### config.mk
export PLATFORM = sky130hd
export DESIGN_NAME = fccr_ctrl
export DESIGN_NICKNAME = d
export VERILOG_FILES = /design/src/rtl/fccr_pkg.sv /design/src/rtl/fccr_ctrl.sv
export SDC_FILE = /design/constraint.sdc
export NUM_CORES = 1
export LEC_CHECK = 0
export ABC_CLOCK_PERIOD_IN_PS = 2000
export BUFFER_PORTS_ARGS = -buffer_cell sky130_fd_sc_hd__buf_2
export CAP_MARGIN = 10
export CORE_MARGIN = 3
export CORE_UTILIZATION = 40
export DETAILED_ROUTE_END_ITERATION = 10
export MAX_ROUTING_LAYER = met4
export SETUP_SLACK_MARGIN = 0.5
export SYNTH_ARGS = -nofsm -noshare
export SYNTH_HDL_FRONTEND = slang
export SYNTH_SLANG_ARGS = --single-unit
### constraint.sdc
create_clock -name clk -period 2 [get_ports clk]
set_input_delay 0.2 -clock clk [delete_from_list [all_inputs] [get_ports clk]]
set_output_delay 0.2 -clock clk [all_outputs]
set_load 0.1 [all_outputs]
### src/rtl/fccr_pkg.sv
package fccr_pkg;

	localparam int DEF_MAX_WIDTH  = 256;
	localparam int DEF_MAX_HEIGHT = 256;
	localparam int DEF_MAX_RADIUS = 63;

	localparam int MODE_W  = 2;
	localparam int CRDIN_W = 16;
	localparam int RAD_W   = 6;
	localparam int POS_W   = 8;
	localparam int ALPHA_W = 8;
	localparam int FRAME_W = 9;
	localparam int PADDR_W = 3;
	localparam int PDATA_W = 32;

	// frame sizes up to 4096, pixel coordinates with sign and margin
	localparam int DIM_W = 13;
	localparam int CRD_W = DIM_W + 1;
	localparam int DX_W  = RAD_W + 1;
	localparam int SQ_W  = 2 * RAD_W;

	localparam logic [MODE_W-1:0] MODE_CLEAR = 2'd0;
	localparam logic [MODE_W-1:0] MODE_DRAW  = 2'd1;
	localparam logic [MODE_W-1:0] MODE_READ  = 2'd2;

	localparam logic REG_FRAME_WIDTH  = 1'b0;
	localparam logic REG_FRAME_HEIGHT = 1'b1;

	localparam logic [FRAME_W-1:0] FRAME_RESET = 9'd256;

	localparam logic [ALPHA_W-1:0] ALPHA_ON  = 8'hFF;
	localparam logic [ALPHA_W-1:0] ALPHA_OFF = 8'h00;

	typedef struct packed {
		logic take;
		logic clr_en;
		logic col_next;
		logic sqrt_start;
		logic span_calc;
		logic row_wr;
		logic rd_issue;
		logic rd_capture;
		logic out_load;
	} ctl_t;

	typedef struct packed {
		logic [MODE_W-1:0] mode;
		logic              clr_last;
		logic              col_ok;
		logic              dx_last;
		logic              sqrt_done;
		logic              span_ok;
		logic              row_last;
		logic              out_free;
	} sts_t;

endpackage

### src/rtl/fccr_ctrl.sv
module fccr_ctrl (
	input  logic           clk,
	input  logic           arst_n,
	input  logic           cmd_valid,
	output logic           cmd_ready,
	input  fccr_pkg::sts_t sts,
	output fccr_pkg::ctl_t ctl
);
	import fccr_pkg::*;

	typedef enum logic [10:0] {
		S_INIT     = 11'b000_0000_0001,
		S_IDLE     = 11'b000_0000_0010,
		S_DISPATCH = 11'b000_0000_0100,
		S_CLEAR    = 11'b000_0000_1000,
		S_COL      = 11'b000_0001_0000,
		S_SQRT     = 11'b000_0010_0000,
		S_SPAN     = 11'b000_0100_0000,
		S_ROWS     = 11'b000_1000_0000,
		S_READ     = 11'b001_0000_0000,
		S_RDATA    = 11'b010_0000_0000,
		S_DONE     = 11'b100_0000_0000
	} state_t;

	state_t state_q, state_d;

	always_ff @(posedge clk or negedge arst_n) begin
		if (!arst_n)
			state_q <= S_INIT;
		else
			state_q <= state_d;
	end

	always_comb begin
		state_d   = state_q;
		ctl       = '0;
		cmd_ready = 1'b0;
		unique case (state_q)
			S_INIT: begin
				ctl.clr_en = 1'b1;
				if (sts.clr_last)
					state_d = S_IDLE;
			end
			S_IDLE: begin
				cmd_ready = 1'b1;
				if (cmd_valid) begin
					ctl.take = 1'b1;
					state_d  = S_DISPATCH;
				end
			end
			S_DISPATCH: begin
				unique case (sts.mode)
					MODE_CLEAR: state_d = S_CLEAR;
					MODE_DRAW:  state_d = S_COL;
					MODE_READ:  state_d = S_READ;
					default:    state_d = S_DONE;
				endcase
			end
			S_CLEAR: begin
				ctl.clr_en = 1'b1;
				if (sts.clr_last)
					state_d = S_DONE;
			end
			S_COL: begin
				if (sts.col_ok) begin
					ctl.sqrt_start = 1'b1;
					state_d        = S_SQRT;
				end else if (sts.dx_last) begin
					state_d = S_DONE;
				end else begin
					ctl.col_next = 1'b1;
				end
			end
			S_SQRT: begin
				if (sts.sqrt_done)
					state_d = S_SPAN;
			end
			S_SPAN: begin
				ctl.span_calc = 1'b1;
				state_d       = S_ROWS;
			end
			S_ROWS: begin
				ctl.row_wr = sts.span_ok;
				// column finished: advance or wrap up
				if (!sts.span_ok || sts.row_last) begin
					if (sts.dx_last) begin
						state_d = S_DONE;
					end else begin
						ctl.col_next = 1'b1;
						state_d      = S_COL;
					end
				end
			end
			S_READ: begin
				ctl.rd_issue = 1'b1;
				state_d      = S_RDATA;
			end
			S_RDATA: begin
				ctl.rd_capture = 1'b1;
				state_d        = S_DONE;
			end
			S_DONE: begin
				if (sts.out_free) begin
					ctl.out_load = 1'b1;
					state_d      = S_IDLE;
				end
			end
			default: state_d = S_INIT;
		endcase
	end

endmodule

## Word-level counts from Yosys, hierarchy flattened

Index checks and enable logic that the tools add are counted.

- $add $sub $neg: 0
- Multipliers: 0
- Div/mod/pow operators: 0
- Magnitude comparators: 0
- Equality and inequality tests: 20
- Shift-type cells: 0
- Mux-type cells: 27
- Bitwise operators: 0
- Reductions and logical operators: 5

Operators by type and width:

| cell | count |
|---|---|
| $pmux W11 S11 | 1 |
| $mux W11 | 9 |
| $pmux W11 S3 | 1 |
| $mux W1 | 15 |
| $ne A2 B2 Y1 const B | 6 |
| $eq A11 B1 Y1 const B | 1 |
| $eq A11 B10 Y1 const B | 1 |
| $eq A11 B11 Y1 const B | 1 |
| $eq A11 B2 Y1 const B | 1 |
| $eq A11 B3 Y1 const B | 1 |
| $eq A11 B4 Y1 const B | 1 |
| $eq A11 B5 Y1 const B | 1 |
| $eq A11 B6 Y1 const B | 1 |
| $eq A11 B7 Y1 const B | 1 |
| $eq A11 B8 Y1 const B | 1 |
| $eq A11 B9 Y1 const B | 1 |
| $reduce_and A7 Y1 | 1 |
| $ne A3 B3 Y1 const B | 1 |
| $eq A2 B1 Y1 const B | 1 |
| $eq A2 B2 Y1 const B | 1 |
| $logic_not A2 Y1 | 1 |
| $pmux W1 S2 | 1 |
| $reduce_or A2 Y1 | 1 |
| $logic_not A1 Y1 | 1 |
| $logic_or A1 B1 Y1 | 1 |

- Bits in registers: 11
- Latch bits: 0
- Bits in writable memories: 0
- ROM bits: 0
- Input bits: 12
- Output and inout port bits: 10
- Memories: 0

## Logic depth before layout (Yosys ltp)

- Depth in word-level cells: 4
- Depth in mapped cells: 6
- Mapped depth without buffers: 5

## Worst setup path before layout

Ideal clock, no wire load.

- Kind: register -> output
- Start: register state_q[9]
- End: output port ctl[7] (netlist name)
- Arrival time: 3.749 ns
- Required time: 1.800 ns
- Slack: -1.949 ns
- Stages on the path, launching flop included: 5
- Path buffers: 1
- Cell sequence: dfrtp_1 > buf_6 > nor2_1 > nand3_1 > nor4_1

RTL lines:

| item | RTL line | RTL |
|---|---|---|
| start, declared | fccr_ctrl.sv:25 | `state_t state_q, state_d;` |
| start signal, assigned | fccr_ctrl.sv:31 | `state_q <= state_d;` |
| end, declared | fccr_ctrl.sv:7 | `output fccr_pkg::ctl_t ctl` |

==> impl_metrics.tcl <==
set metrics [dict create \
    outcome "finished, violations left" \
    violations "negative setup slack" \
    io_pins 22 \
    cts_tree "yes" \
    synth.distinct_cells 45 \
    seq_area_um2 282 \
    drt_drc_violations_left 0 \
    critPathRequiredTime_ns 1.80 \
    die-area_um2 2900 \
    synthFlopType "dfrtp_1" \
    layout.nets 182 \
    cp_max_fo 2 \
    grt_max_degree 12 \
    synth-edff-count 0 \
    ys_ff_latch 11 \
    multi_input_area_um2 836 \
    finalMaxSlewViolations 0 \
    worst_setup_path_end_kind "output pin" \
    syn-mean-instance-area_um2 8.26 \
    largest_reg_flops 11 \
    rsz0062_at_grt "yes" \
    yosys-top-cells-area "dfrtp_1 27%, nor2_1 6.5%, nor3_1 3.3%" \
    synth_top_area_cell "dfrtp_1" \
    hp-class "input pin to flip-flop" \
    slowest_delay_ns 0.45 \
    initial_utilization 0.445 \
    cts_num_sinks 11 \
    netlist_area_um2 917 \
    wl_per_cell_um 17.9 \
    place_inst 174 \
    syn_inst 111 \
    cts.path.max_buffers 2 \
    hpwl_um 2180 \
    top_register "state_q" \
    synth_top_family_by_area "simple AND/OR/NAND/NOR gates" \
    grt-ovfl-total 0 \
    clk_pin_slew_worst_paths_ns 0.08 \
    synth_warnings 0 \
    layout_setup_ws_ns -0.362 \
    start_kind "flip-flop" \
    cts_made_buffers 3 \
    hold_slack_ns 0.145 \
    ys_seq_area_frac 0.302 \
    dr.first_iter.drc_count 30 \
    setup_violations 10 \
    crit_chain "or3_4, or4_4, nor3b_4, nor2_2, nor2_4, buf_12" \
    synthAdderAreaFrac 0 \
    die_x_um 53.9 \
    antenna_found_initial 0 \
    final_util 0.879 \
    synth_commonest_cells "16 x nor2_1, 10 x dfrtp_1, 6 x nor3_1" \
    synthSimpleGateAreaFrac 0.452 \
    die_h_um 53.9 \
    tightestPinTransition_ns 0.405 \
    arrival_ns 2.16 \
    report.final.hold_viol_count 0 \
    relSlewSlack 0.729 \
    drtPass1Iterations 4 \
    cts_root_buffer "clkbuf_4" \
    viasPerCell 5.74 \
    finalWirelength_um 3520 \
    grt_pass1_wl_um 5150 \
    via_count 1125 \
    max_freq_mhz 423 \
    htreeDepth 1 \
    syn_nets 123 \
    place_congestion 0.875 \
    p_total_mw 1.89 \
    core_area_um2 2060 \
    max-vdd-ir-drop_uv 1250 \
    syn_to_final_growth_pct 97.5 \
    async_flop_share 1.00 \
    crit_slowest_cell "or4_4" \
    p_leak_nw 0.754 \
    p_per_area_nw_per_um2 1040 \
    synthMuxAreaShare 0 \
    drive_gt1_frac 0.675 \
    final.setup_skew_ns 0.000920 \
    post-route-min-period_ns 2.36 \
    synth-xor-area-share 0.0382 \
    io_buffers 21 \
    yosys.area.top_type_share 0.273 \
    ant_nets 0 \
    clk_latency_ns 0.27 \
    grt.total_usage 0.257 \
    n_fill_cell 109 \
    fin_crit_sh 1.18 \
    rows 16 \
    diodes 0 \
    reg.largest.list "state_q x11" \
    yosysMostFrequentCell "nor2_1" \
    first_global_vias 1097 \
    max-cap-violations 0 \
    path_class "flip-flop to output pin" \
    finalNonFillerCells 196 \
    synth_compound_area_frac 0.166 \
]
-- worst paths after layout --
path,startpoint,endpoint,slack (ns),depth (start not counted)
max in group asynchronous,arst_n,state_q[0],1.40,2
worst max-delay path,state_q[1],ctl[6],-0.36,6
min in group asynchronous,arst_n,state_q[4],0.33,2
worst max register to register,state_q[7],state_q[3],0.02,9
worst min register to register,state_q[0],state_q[0],0.66,2
worst min-delay path,sts[7],state_q[8],0.14,2
-- layer usage --
metal  GRT usage  vias up  routed length (µm)
met5           -        -                   0
met4      0.0851        0                 114
met3      0.0388       14                 193
met2       0.417       46                1780
met1       0.324      538                1420
li1            -      527                   -
-- where the power goes --
| group | switching (mW) | internal [mW] | total, mW |
|---|---|---|---|
| clock network | 0.0823 | 0.0772 | 0.159 |
| registers | 0.0304 | 0.262 | 0.293 |
| logic | 0.771 | 0.667 | 1.44 |
| total | 0.884 | 1.01 | 1.89 |
-- worst max-delay path: cells and delay by family, from the launching register on --
kind | cells | cell delay (ns)
simple gates | 5 | 1.30
buf+inv | 1 | 0.18
flops | 1 | 0.41
-- metrics by stage --
stage | area, µm² | worst slack (ns) | TNS (ns)
after global routing | 1810 | -0.440 | -2.39
after CTS | 1700 | -0.335 | -1.22
after detailed placement | 1490 | -0.107 | -0.160
after global placement | 1490 | -0.0712 | -0.0712
after floorplan | 1080 | -0.316 | -0.633
final | 1810 | -0.362 | -1.69
-- logic make-up after synthesis --
logic type | after synthesis
AO/OA/AOI/OAI | 21
XOR/XNOR | 4
buffers and inverters | 8
flip-flops | 11
AND/OR/NAND/NOR | 67
-- layout by cell type, fill, tap and decap left out, drive strengths merged, types with 2 or more instances in the layout --
cell type | synthesis | routed
and4b | 3 | 3
nor2b | 4 | 4
o22ai | 2 | 2
or2 | 4 | 4
a21oi | 5 | 5
o21ai | 4 | 4
nor2 | 17 | 17
buf | 2 | 59
or4 | 2 | 2
xor2 | 3 | 3
or3b | 2 | 2
nand2b | 4 | 4
nor4 | 3 | 3
clkbuf | 4 | 4
or3 | 3 | 3
nor3b | 4 | 4
dfrtp | 10 | 10
nand4 | 2 | 2
nand3 | 4 | 4
nor3 | 6 | 6
nand2 | 4 | 4
-- final cells by class --
class	instances	area share
repair buffers	60	0.344
clock buffers	4	0.0145
flip-flops and latches	11	0.155
well taps	27	0.0186
inverters	2	0.00622
multi-input cells	92	0.461
-- repair_timing --
action	in CTS	in global routing
hold buffers	1	0
resized for setup	20	14
pin swaps	14	11
gates cloned	0	0
buffers inserted	10	7
setup endpoints to repair	21	21
endpoints found under the hold margin	10	0
(Power assumes the default switching activity.)
